===== config.mk =====
export PLATFORM = sky130hd
export DESIGN_NAME = prl_cell
export DESIGN_NICKNAME = d
export VERILOG_FILES = /design/src/rtl/prl_pkg.sv /design/src/rtl/prl_cell.sv
export SDC_FILE = /design/constraint.sdc
export NUM_CORES = 1
export LEC_CHECK = 0
export BUFFER_PORTS_ARGS = -buffer_cell sky130_fd_sc_hd__buf_2
export CAP_MARGIN = 20
export CORE_AREA = 2 2 281 283
export DETAILED_ROUTE_END_ITERATION = 10
export DIE_AREA = 0 0 283 285
export GPL_TIMING_DRIVEN = 1
export HOLD_SLACK_MARGIN = 0.06
export SLEW_MARGIN = 5
export SYNTH_ARGS = -nofsm -noshare
export SYNTH_HDL_FRONTEND = slang
export SYNTH_SLANG_ARGS = --single-unit
export TNS_END_PERCENT = 30

===== constraint.sdc =====
create_clock -name clock -period 14 [get_ports clock]
set_clock_uncertainty 0.2 [all_clocks]
set_input_delay 2.8 -clock clock [delete_from_list [all_inputs] [get_ports clock]]
set_output_delay 2.8 -clock clock [all_outputs]
set_load 0.05 [all_outputs]

===== src/rtl/prl_pkg.sv =====
// ----------------------------------------------------------------------------
// prl_pkg
// Shared types, codes and sizes of the per-source packet rate limiter.
// ----------------------------------------------------------------------------
package prl_pkg;

   localparam int ENTRIES   = 64;
   localparam int IDX_W     = $clog2(ENTRIES);
   localparam int CNT_W     = $clog2(ENTRIES + 1);
   localparam int KEY_W     = 64;
   localparam int TIME_W    = 64;
   localparam int TOK_W     = 32;
   localparam int IDLE_W    = 40;
   localparam int USED_W    = 7;
   localparam int CSR_IDX_W = 2;
   localparam int CSR_DAT_W = 40;

   // item kinds
   localparam logic [2:0] KIND_V4    = 3'd0;
   localparam logic [2:0] KIND_V6    = 3'd1;
   localparam logic [2:0] KIND_OTHER = 3'd2;
   localparam logic [2:0] KIND_SWEEP = 3'd3;
   localparam logic [2:0] KIND_FLUSH = 3'd4;

   // register indexes
   localparam logic [CSR_IDX_W-1:0] CSR_COST    = 2'd0;
   localparam logic [CSR_IDX_W-1:0] CSR_CEILING = 2'd1;
   localparam logic [CSR_IDX_W-1:0] CSR_IDLE    = 2'd2;

   // reset values: 20 packets a second, bursts of 5, 1 s idle, in 100 ns units
   localparam logic [TOK_W-1:0]  COST_RESET    = 32'd500000;
   localparam logic [TOK_W-1:0]  CEILING_RESET = 32'd2500000;
   localparam logic [IDLE_W-1:0] IDLE_RESET    = 40'd10000000;

   typedef struct packed {
      logic [2:0]        kind;
      logic [KEY_W-1:0]  source_key;
      logic [TIME_W-1:0] now_time;
   } req_type;

   typedef struct packed {
      logic              allowed;
      logic              table_full;
      logic [USED_W-1:0] entries_used;
   } rsp_type;

   // item walking down the cell chain, collecting lookup results
   typedef struct packed {
      logic              is_sweep;
      logic              is_v6;
      logic [KEY_W-1:0]  key;
      logic [TIME_W-1:0] now;
      logic              found;
      logic [IDX_W-1:0]  hit_idx;
      logic [TOK_W-1:0]  hit_tokens;
      logic [TIME_W-1:0] hit_last;
      logic              free_ok;
      logic [IDX_W-1:0]  free_idx;
      logic [CNT_W-1:0]  freed;
   } tok_type;

   // slot write broadcast to all cells
   typedef struct packed {
      logic              en;
      logic              create;
      logic [IDX_W-1:0]  idx;
      logic              is_v6;
      logic [KEY_W-1:0]  key;
      logic [TIME_W-1:0] last;
      logic [TOK_W-1:0]  tokens;
   } wr_type;

   // outcome of the refill and charge unit
   typedef struct packed {
      logic              done;
      logic              allowed;
      logic [TOK_W-1:0]  tokens;
   } refill_type;

endpackage


===== src/rtl/prl_cell.sv =====
// ----------------------------------------------------------------------------
// prl_cell
// One bucket slot of the chain: compares the passing item with its key,
// ages itself on a sweep and hands the item on to the next cell.
// ----------------------------------------------------------------------------
module prl_cell (
   input  logic                            clock,
   input  logic                            reset,
   input  logic [prl_pkg::IDX_W-1:0]       cell_index,
   input  logic [prl_pkg::IDLE_W-1:0]      idle_limit,
   input  logic                            flush,
   input  prl_pkg::wr_type                 wr,
   input  logic                            in_vld,
   input  prl_pkg::tok_type                in_tok,
   output logic                            out_vld,
   output prl_pkg::tok_type                out_tok
);

   logic                            valid_ff, valid_in;
   logic                            is_v6_ff;
   logic [prl_pkg::KEY_W-1:0]       key_ff;
   logic [prl_pkg::TIME_W-1:0]      last_ff;
   logic [prl_pkg::TOK_W-1:0]       tokens_ff;
   logic                            out_vld_ff;
   prl_pkg::tok_type                out_tok_ff, out_tok_in;
   logic                            match, stale, wr_hit;
   logic [prl_pkg::TIME_W-1:0]      elapsed;

   always_comb begin
      match   = valid_ff && !in_tok.is_sweep && (is_v6_ff == in_tok.is_v6)
                && (key_ff == in_tok.key);
      elapsed = in_tok.now - last_ff;
      stale   = in_vld && valid_ff && in_tok.is_sweep
                && (elapsed > {{(prl_pkg::TIME_W-prl_pkg::IDLE_W){1'b0}}, idle_limit});
      wr_hit  = wr.en && (wr.idx == cell_index);

      out_tok_in = in_tok;
      // keys are unique, only the first hit counts
      if (match && !in_tok.found) begin
         out_tok_in.found      = 1'b1;
         out_tok_in.hit_idx    = cell_index;
         out_tok_in.hit_tokens = tokens_ff;
         out_tok_in.hit_last   = last_ff;
      end
      // lowest free slot wins
      if (!valid_ff && !in_tok.free_ok && !in_tok.is_sweep) begin
         out_tok_in.free_ok  = 1'b1;
         out_tok_in.free_idx = cell_index;
      end
      if (stale) begin
         out_tok_in.freed = in_tok.freed + 1'b1;
      end

      priority if (flush) begin
         valid_in = 1'b0;
      end else if (wr_hit && wr.create) begin
         valid_in = 1'b1;
      end else if (stale) begin
         valid_in = 1'b0;
      end else begin
         valid_in = valid_ff;
      end
   end

   always_ff @(posedge clock) begin
      if (reset) begin
         valid_ff   <= 1'b0;
         out_vld_ff <= 1'b0;
      end else begin
         valid_ff   <= valid_in;
         out_vld_ff <= in_vld;
      end
   end

   always_ff @(posedge clock) begin
      out_tok_ff <= out_tok_in;
      if (wr_hit) begin
         last_ff   <= wr.last;
         tokens_ff <= wr.tokens;
         if (wr.create) begin
            is_v6_ff <= wr.is_v6;
            key_ff   <= wr.key;
         end
      end
   end

   assign out_vld = out_vld_ff;
   assign out_tok = out_tok_ff;

endmodule


==> metrics.csv <==
metric;value;unit
htree_levels;2;
antenna_found_initial;37;
vias;14672;
relSlewSlack;0.350;
timing.hold.ws;0.269;ns
post-route-util;0.308;
cts_buffer_depth;3;
async_reset_ff_frac;0;
initial_core_util;0.226;
setup_viol;0;
dr_wl_met3;4.43;mm
start_kind;input pin;
cap_violations;0;
synth_area_leaders;dfxtp_1 28%, edfxtp_1 27%, ha_1 7.4%, mux2_2 7.1%, xnor2_1 4.6%;
core;78000;sq um
final-hold-violation-count;0;
ys_seq_elements;410;
port_buffers;713;
layout-drive-gt1-share;0.399;
muxShareOfSynthArea;0.0732;
clock_sinks;410;
wl_per_cell;20.7;um
finalCritPeriodShare;0.578;
grt_pass1_wl;97.0;mm
dp.cells;3263;
routed_wl;69.5;mm
postRouteAntennaNets;0;
synth-edff-count;161;
highest_layer;met5;
ir_drop;123;uV
netlist_area;17700;sq um
synth_fa_ha_area_frac;0.0748;
critPathArrivalTime;8.37;ns
synthDistinctLibCells;74;
viasPerCell;4.38;
cts-hold-fix-buffers;0;
grt_pass1_vias;14632;
m1WireLength;27.3;mm
tns;0;ns
yosys.area.top_type;dfxtp_1;
drt_first_pass_iters;5;
post-cts-setup-buffer-count;0;
finalNetCount;2830;
die_area;80700;sq um
post_cts_resized;0;
critPathMaxFanout;7;
synth_compound_area_frac;0.106;
cp-end-kind;register;
cts_tree;yes;
yosysSeqAreaShare;0.556;
p_leak;10.4;nW
clock_latency;0.60;ns
die_w;283;um
synth-xor-area-share;0.0630;
yosys-top-cells-count;249 x dfxtp_1, 161 x edfxtp_1, 121 x inv_1, 112 x a21oi_1, 112 x mux2_2;
netlist.area_leader.share;0.282;
synthFlopType;dfxtp_1;
synthSimpleGateAreaFrac;0.0910;
status;finished, final reports clean;
grt_start_max_net_pins;97;
holdCritPathClass;register to register;
wl_met2;35.5;mm
area_delta_synth_final;35.8;%
critPathKind;input pin to register;
critPathRequiredTime;14.28;ns
num-fill-cells;8131;
dpl.hpwl;57.9;mm
syn_area_per_cell;11.5;sq um
timing.final.max_slew_violations;0;
clockRootBuffer;clkbuf_16;
synth_most_common_cell;dfxtp_1;
stdcell_count;3349;
clk_pin_slew_worst_paths;0.06;ns
place_congestion;0.881;
route.detailed.drc;0;
rsz0062_at_grt;no;
min_period;8.09;ns
die_h;285;um
grt_util_all_layers;0.164;
ios;714;
syn_nets;2108;
overflow;0;
power_density;125;nW/um^2
drtIter0Drc;722;
yosysWarnings;0;
rows;103;
worst_pin_slew;0.967;ns
max_freq;0.124;GHz
cts_made_buffers;44;
synth_top_family_by_area;compound AO/OA/AOI/OAI gates;
synth_cells;1537;
[cells in the final DEF (no fill, tap or decap), types with 12 or more instances in the layout]
cell / instances
buf_2: 713
edfxtp_1: 161
nor4_1: 12
nor3_1: 22
clkbuf_16: 45
xor2_1: 35
o21bai_1: 13
xnor2_1: 92
nand3_1: 23
nand4_1: 53
ha_1: 104
inv_1: 121
nand2_1: 97
nor2_1: 56
a21oi_1: 112
mux2_2: 112
and3_1: 12
dfxtp_1: 249
o21ai_0: 59
[worst paths after layout]
check / start / endpoint / slack (ns) / cells past startpoint
max: in_tok[117] / out_tok[1] / 5.91 / 25
max reg2reg: last_ff[0] / out_tok[1] / 7.85 / 23
min: tokens_ff[13] / out_tok[91] / 0.27 / 1
min reg2reg: tokens_ff[13] / out_tok[91] / 0.27 / 1
[metrics by stage]
step                      instance area, sq um  worst slack (ns)  total power (W)
after detailed placement                 22400              5.29          0.00180
after CTS                                24000              5.86          0.00305
after global routing                     24000              5.44          0.00313
final                                    24000              5.91          0.00300
after floorplan                          17700              3.13          0.00162
after global placement                   22400              5.37          0.00180
[registers in the layout (all words and copies together), names as in the netlist]
register and cells:
is_v6_ff 1, key_ff 64, last_ff 64, out_tok 247
out_vld 1, tokens_ff 32, valid_ff 1
[logic make-up (layout without fill, tap and decap cells)]
kind of cell,Yosys count,count (layout)
other,0,4
adders and majority gates,105,105
muxes,115,115
AOI/OAI and AO/OA,297,297
DFF,410,410
xor gates and xnor gates,127,127
and+or+nand+nor,320,320
buffers and inverters,163,921
[routing by layer]
metal / GRT usage / vias to the layer above
met5: 0 / -
met4: 0.0457 / 18
met3: 0.0398 / 136
met2: 0.302 / 577
met1: 0.188 / 6932
li1: - / 7009
[critical path, cell delays in order]
cell      delay (ns)
buf_2           0.09
inv_1           0.04
ha_1            0.19
inv_1           0.07
fa_1            0.27
a211oi_1        0.12
o21ai_0         0.48
nand2_1         0.30
a311oi_1        0.64
nor2_1          0.14
o21bai_1        0.18
xor2_1          0.18
ha_1            0.27
a21oi_1         0.14
nand2_1         0.07
a221oi_1        0.40
o211a_1         0.22
o21a_1          0.14
o32ai_1         0.10
nor4_1          0.20
nand4_1         0.16
nor4_2          0.27
nand4_2         0.35
nand2_2         0.21
mux2_1          0.34
[layout make-up]
| type | instances | area [sq um] | area share |
|---|---|---|---|
| repair buffers | 718 | 3620 | 0.151 |
| diodes | 4 | 10.0 | 0.000417 |
| clock inverters | 22 | 309 | 0.0129 |
| well taps | 1050 | 1310 | 0.0548 |
| inverters | 121 | 454 | 0.0189 |
| flip-flops and latches | 410 | 9820 | 0.409 |
| clock buffers | 60 | 1220 | 0.0510 |
| multi-input cells | 964 | 7230 | 0.302 |
[where the power goes]
part | internal [W] | total (W) | leakage (nW) | switching, W
combinational | 0.000162 | 0.000482 | 6.14 | 0.000320
clock | 0.000715 | 0.00123 | 0.744 | 0.000512
sequential | 0.00128 | 0.00129 | 3.55 | 0.0000111
No activity file was read; power rests on OpenSTA's default activity.
