--- src/rtl/prl_pkg.sv ---
// ----------------------------------------------------------------------------
// prl_pkg
// Shared types, codes and sizes of the per-source packet rate limiter.
// ----------------------------------------------------------------------------
package prl_pkg;

   localparam int ENTRIES   = 64;
   localparam int IDX_W     = $clog2(ENTRIES);
   localparam int CNT_W     = $clog2(ENTRIES + 1);
   localparam int KEY_W     = 64;
   localparam int TIME_W    = 64;
   localparam int TOK_W     = 32;
   localparam int IDLE_W    = 40;
   localparam int USED_W    = 7;
   localparam int CSR_IDX_W = 2;
   localparam int CSR_DAT_W = 40;

   // item kinds
   localparam logic [2:0] KIND_V4    = 3'd0;
   localparam logic [2:0] KIND_V6    = 3'd1;
   localparam logic [2:0] KIND_OTHER = 3'd2;
   localparam logic [2:0] KIND_SWEEP = 3'd3;
   localparam logic [2:0] KIND_FLUSH = 3'd4;

   // register indexes
   localparam logic [CSR_IDX_W-1:0] CSR_COST    = 2'd0;
   localparam logic [CSR_IDX_W-1:0] CSR_CEILING = 2'd1;
   localparam logic [CSR_IDX_W-1:0] CSR_IDLE    = 2'd2;

   // reset values: 20 packets a second, bursts of 5, 1 s idle, in 100 ns units
   localparam logic [TOK_W-1:0]  COST_RESET    = 32'd500000;
   localparam logic [TOK_W-1:0]  CEILING_RESET = 32'd2500000;
   localparam logic [IDLE_W-1:0] IDLE_RESET    = 40'd10000000;

   typedef struct packed {
      logic [2:0]        kind;
      logic [KEY_W-1:0]  source_key;
      logic [TIME_W-1:0] now_time;
   } req_type;

   typedef struct packed {
      logic              allowed;
      logic              table_full;
      logic [USED_W-1:0] entries_used;
   } rsp_type;

   // item walking down the cell chain, collecting lookup results
   typedef struct packed {
      logic              is_sweep;
      logic              is_v6;
      logic [KEY_W-1:0]  key;
      logic [TIME_W-1:0] now;
      logic              found;
      logic [IDX_W-1:0]  hit_idx;
      logic [TOK_W-1:0]  hit_tokens;
      logic [TIME_W-1:0] hit_last;
      logic              free_ok;
      logic [IDX_W-1:0]  free_idx;
      logic [CNT_W-1:0]  freed;
   } tok_type;

   // slot write broadcast to all cells
   typedef struct packed {
      logic              en;
      logic              create;
      logic [IDX_W-1:0]  idx;
      logic              is_v6;
      logic [KEY_W-1:0]  key;
      logic [TIME_W-1:0] last;
      logic [TOK_W-1:0]  tokens;
   } wr_type;

   // outcome of the refill and charge unit
   typedef struct packed {
      logic              done;
      logic              allowed;
      logic [TOK_W-1:0]  tokens;
   } refill_type;

endpackage

--- src/rtl/prl_refill.sv ---
// ----------------------------------------------------------------------------
// prl_refill
// Two-stage refill and charge of a hit bucket: add elapsed time up to the
// ceiling, then take one packet's cost if the balance covers it.
// ----------------------------------------------------------------------------
module prl_refill (
   input  logic                        clock,
   input  logic                        reset,
   input  logic                        start,
   input  logic [prl_pkg::TOK_W-1:0]   tokens,
   input  logic [prl_pkg::TIME_W-1:0]  last,
   input  logic [prl_pkg::TIME_W-1:0]  now,
   input  logic [prl_pkg::TOK_W-1:0]   ceiling,
   input  logic [prl_pkg::TOK_W-1:0]   cost,
   output prl_pkg::refill_type         result
);

   logic                        s1_vld_ff;
   logic                        sat_ff, sat_in;
   logic [prl_pkg::TOK_W-1:0]   sum_ff, sum_in;
   logic                        done_ff;
   logic                        allowed_ff, allowed_in;
   logic [prl_pkg::TOK_W-1:0]   tok_ff, tok_in;
   logic [prl_pkg::TIME_W-1:0]  elapsed;
   logic [prl_pkg::TOK_W-1:0]   headroom;
   logic [prl_pkg::TOK_W-1:0]   filled;
   logic [prl_pkg::TOK_W:0]     diff;

   always_comb begin
      elapsed  = now - last;
      headroom = ceiling - tokens;
      // a balance above a lowered ceiling clamps to it
      sat_in   = (tokens >= ceiling)
                 || (elapsed >= {{(prl_pkg::TIME_W-prl_pkg::TOK_W){1'b0}}, headroom});
      sum_in   = tokens + elapsed[prl_pkg::TOK_W-1:0];

      filled     = sat_ff ? ceiling : sum_ff;
      diff       = {1'b0, filled} - {1'b0, cost};
      allowed_in = !diff[prl_pkg::TOK_W];
      tok_in     = allowed_in ? diff[prl_pkg::TOK_W-1:0] : filled;
   end

   always_ff @(posedge clock) begin
      if (reset) begin
         s1_vld_ff <= 1'b0;
         done_ff   <= 1'b0;
      end else begin
         s1_vld_ff <= start;
         done_ff   <= s1_vld_ff;
      end
   end

   always_ff @(posedge clock) begin
      sat_ff     <= sat_in;
      sum_ff     <= sum_in;
      allowed_ff <= allowed_in;
      tok_ff     <= tok_in;
   end

   assign result.done    = done_ff;
   assign result.allowed = allowed_ff;
   assign result.tokens  = tok_ff;

endmodule
--- config.mk ---
export PLATFORM = sky130hd
export DESIGN_NAME = prl_refill
export DESIGN_NICKNAME = d
export VERILOG_FILES = /design/src/rtl/prl_pkg.sv /design/src/rtl/prl_refill.sv
export SDC_FILE = /design/constraint.sdc
export NUM_CORES = 1
export LEC_CHECK = 0
export CORE_ASPECT_RATIO = 1.2
export CORE_MARGIN = 4
export CORE_UTILIZATION = 35
export CTS_CLUSTER_SIZE = 25
export DETAILED_ROUTE_END_ITERATION = 6
export DONT_BUFFER_PORTS = 1
export GPL_ROUTABILITY_DRIVEN = 1
export SYNTH_ARGS = -nofsm -noshare
export SYNTH_HDL_FRONTEND = slang
export SYNTH_SLANG_ARGS = --single-unit
--- constraint.sdc ---
create_clock -name clock -period 6.8 [get_ports clock]
set_input_delay 1.7 -clock clock [delete_from_list [all_inputs] [get_ports clock]]
set_output_delay 1.7 -clock clock [all_outputs]
set_load 0.05 [all_outputs]
==> results.md <==
* WS Path Type: input port to flop
* Synthesized area per cell at ~7.6 um^2
* Vias in the first global route at 11,500
* Htree depth at 3
* Fmax at between 100 and 150 MHz
* Syn nets at approximately 2,000
* First-pass GRT wire length at 60,400 um
* CTS max path bufs at 2
* Clk Latency, worst-skew pair at approximately 0.35 ns
* Worst Tran Pin Value at 0.744 ns
* Fillers at ~3,500
* Maximum capacitance violations at 0
* Area share of xor/xnor cells in the synthesized design at between 9 and 10%
* WHS Path Cells at 1
* Complex-gate fraction of the synthesized area at between 20 and 30%
* Post-synthesis sequential element count at 68
* Total track usage at around a fifth
* Dominant synthesized flop cell: dfxtp_1
* I/O Pins at between 200 and 300
* Status: complete, no violations
* Share of cells above drive strength 1 at ~13%
* Critical path startpoint category: input port
* Routed WL per cell at ~19 um
* Sink Count at 68
* Power Density at approximately 210 nW/um^2
* Dpl hpwl at 33,900 um
* Type of the worst min-delay path: flop to flop
* Slew HR at between 40 and 50%
* Combinational family with the most area after synthesis: compound AO/OA/AOI/OAI gates
* EDFF count, synth at 0
* Leakage power total at 6.19 nW
* Final Cell Area at ~13,000 um^2
* Number of port buffers at 0
* Post-synthesis mux area share at under 10%
* Final setup viols at 0
* Die span in x at 175 um
* Initial DRC count at between 500 and 600
* Routed vias at ~11,000
* Antenna violations before repair at 0
* Final Hold Fails at 0
* Post-route setup slack at roughly 0.081 ns
* Adder-Cell Fraction of Synth Area at between 20% and 30%
* RSZ-0062 raised after global routing: true
* Overall power at 2.71 mW
* Yosys warnings at 0
* Vias per cell at 5.59
* ANT nets after route at 0
* RePlAce Congestion at a little under 1
* Critical Path AT at 6.91 ns
* Worst hold margin at between 0.4 and 0.5 ns
* Period minus WS final at about 6.7 ns
* Maximum number of pins on one net before global-route repair at 36
* Dpl ws at -0.516 ns
* Crit path required time at 7.00 ns
* Synth unique cells at between 80 and 90
* Layout area overhead at 12.0%
* Pre-antenna DRT Iters at 5
* Number of remaining DRC errors at 0
* Num CTS Buffers at 9
* Reg2Reg Depth at 14
* Total gr overflow at 0
* Die Ht at approximately 210 um
* Post-synth ARST share at 0%
* Worst vdd rail ir drop at 0.000120 V
* Synthesized cell area at between 10,000 and 15,000 um^2
* Core Box Area at 33,200 um^2
* Worst setup EP type: flop
* Number of cells produced by synthesis at approximately 1,500
* CTS tree: done
* Nets at between 2,000 and 2,500
* Starting Density at ~35%
* Critical path peak fanout at 3
* Clock slew seen by the registers of the worst setup and hold paths at roughly 0.060 ns
* Final wirelength at 39,000 um
* CTS root buffer: clkbuf_16
* Final Util at between 30% and 40%
* Count of pins over their slew limit at 0
* Hold-fix buffer count after cts at 0
* # rows at between 70 and 80
* Setup Skew at between 0.01 and 0.015 ns
* Final worst-path cycle share at 98.8%
* ANT cells at 0
* Placed inst area at approximately 13,000 um^2
* Post-Synth Simple-Gate Area at 16.0%
* Sequential area share after synthesis at 11.6%
* Die area at 36,600 um^2
[worst max-delay path, stage by stage]
cell       delay (ns)
inv_1            0.02
ha_2             0.18
buf_4            0.14
a211oi_2         0.21
nor2_1           0.10
o41a_1           0.42
o21a_1           0.22
a221o_2          0.38
a21boi_2         0.17
o21ai_1          0.10
nand2_1          0.08
nand2_1          0.08
a31oi_2          0.21
xor2_1           0.19
ha_1             0.26
a21o_1           0.19
a221oi_2         0.26
o2111ai_1        0.13
or4_1            0.52
or4_4            0.56
nor4_4           0.22
nand4_1          0.14
nor4b_2          0.29
nand4_1          0.12
[state kept, by name, indices dropped and copies added, names as in the netlist]
name and count:
done_ff 1, tok_ff 32, allowed_ff 1, sum_ff 32, sat_ff 1, s1_vld_ff 1
[layout by cell type, fill, tap and decap left out, types with 6 or more instances in the layout]
cell type    n
a211oi_1    17
a21o_1      84
a21oi_1    138
a31oi_1     17
and2_1      13
and3_1       6
and4_1       7
buf_4       76
clkbuf_16    9
dfxtp_1     68
ha_1       184
inv_1      164
mux2_2      60
nand2_1     92
nand2b_1    20
nand3_1     21
nand4_1     36
nor2_1      85
nor2b_1     17
nor3_1      34
nor4_1      10
o2111ai_1    6
o211ai_1    16
o21a_1      27
o21ai_0     69
o21ai_1      9
o21bai_1    26
o31ai_1      9
o41ai_1      6
or2_2        7
or3_1        7
xnor2_1     78
xor2_1      53
[logic make-up after synthesis]
| family | count (synthesis) |
|---|---|
| AND/OR/NAND/NOR | 374 |
| XOR/XNOR | 131 |
| multiplexers | 65 |
| flip-flops | 68 |
| buffers and inverters | 209 |
| AO/OA/AOI/OAI | 504 |
| adder cells (fa/ha/maj) | 194 |
[report_power, final]
group          switching [mW]  internal (mW)
Sequential              0.164          0.534
Combinational           0.827          0.662
Clock                   0.191          0.331
Total                    1.18           1.53
[metal layers]
layer  track usage [%]  vias up  part of all wire (%)
met3              3.27       72                   5.0
met1              25.6     5279                    44
li1                  -     5734                     -
met4              6.91        0                   3.6
met5                 0        -                     0
met2              35.5      354                    47
[worst paths after layout]
path,startpoint,endpoint,slack [ns]
max,tokens[5],sat_ff$_DFF_P_,0.08
min,s1_vld_ff$_SDFF_PP0_,done_ff$_SDFF_PP0_,0.45
min reg2reg,s1_vld_ff$_SDFF_PP0_,done_ff$_SDFF_PP0_,0.45
max reg2reg,sat_ff$_DFF_P_,tok_ff[10]$_DFF_P_,1.85
[stage by stage]
step	TNS, ns	cells
floorplan	0	1545
global placement	-0.424	2025
finish	0	2045
CTS	0	2043
global route	-0.237	2045
detailed placement	-0.516	2025
[cell usage after synthesis (all sizes together) (5+ instances only)]
cell | count | area (um^2)
a211oi | 20 | 168
a21boi | 6 | 45.0
a21o | 84 | 631
a21oi | 143 | 719
a221oi | 6 | 58.8
a31oi | 18 | 113
and2 | 13 | 81.3
and3 | 7 | 45.1
and4 | 7 | 61.3
buf | 21 | 128
clkbuf | 22 | 85.1
dfxtp | 68 | 1360
ha | 190 | 2380
inv | 166 | 623
mux2 | 60 | 676
mux2i | 5 | 50.1
nand2 | 93 | 352
nand2b | 20 | 125
nand3 | 21 | 105
nand4 | 36 | 225
nor2 | 85 | 319
nor2b | 18 | 113
nor3 | 34 | 170
nor4 | 11 | 68.8
o2111ai | 6 | 52.6
o211ai | 16 | 120
o21a | 28 | 211
o21ai | 82 | 414
o21bai | 26 | 195
o31ai | 12 | 95.1
o41ai | 7 | 80.1
or2 | 7 | 43.8
or3 | 10 | 65.1
xnor2 | 78 | 683
xor2 | 53 | 464
[final cells by class]
type / instances / area (um^2) / area share, %
multi-input cells: 1268 / 9720 / 73.8
flip-flops and latches: 68 / 1360 / 10.3
inverters: 166 / 628 / 4.76
clock buffers: 10 / 239 / 1.81
repair buffers: 77 / 582 / 4.41
well taps: 450 / 563 / 4.27
clock inverters: 6 / 86.3 / 0.655
[repair_timing]
action / CTS / global route
gates resized for setup: 7 / 27
pin swaps: 17 / 27
setup endpoints to repair: 1 / 1
setup buffers: 2 / 2
Note: power is estimated with default switching activity, not from simulation.
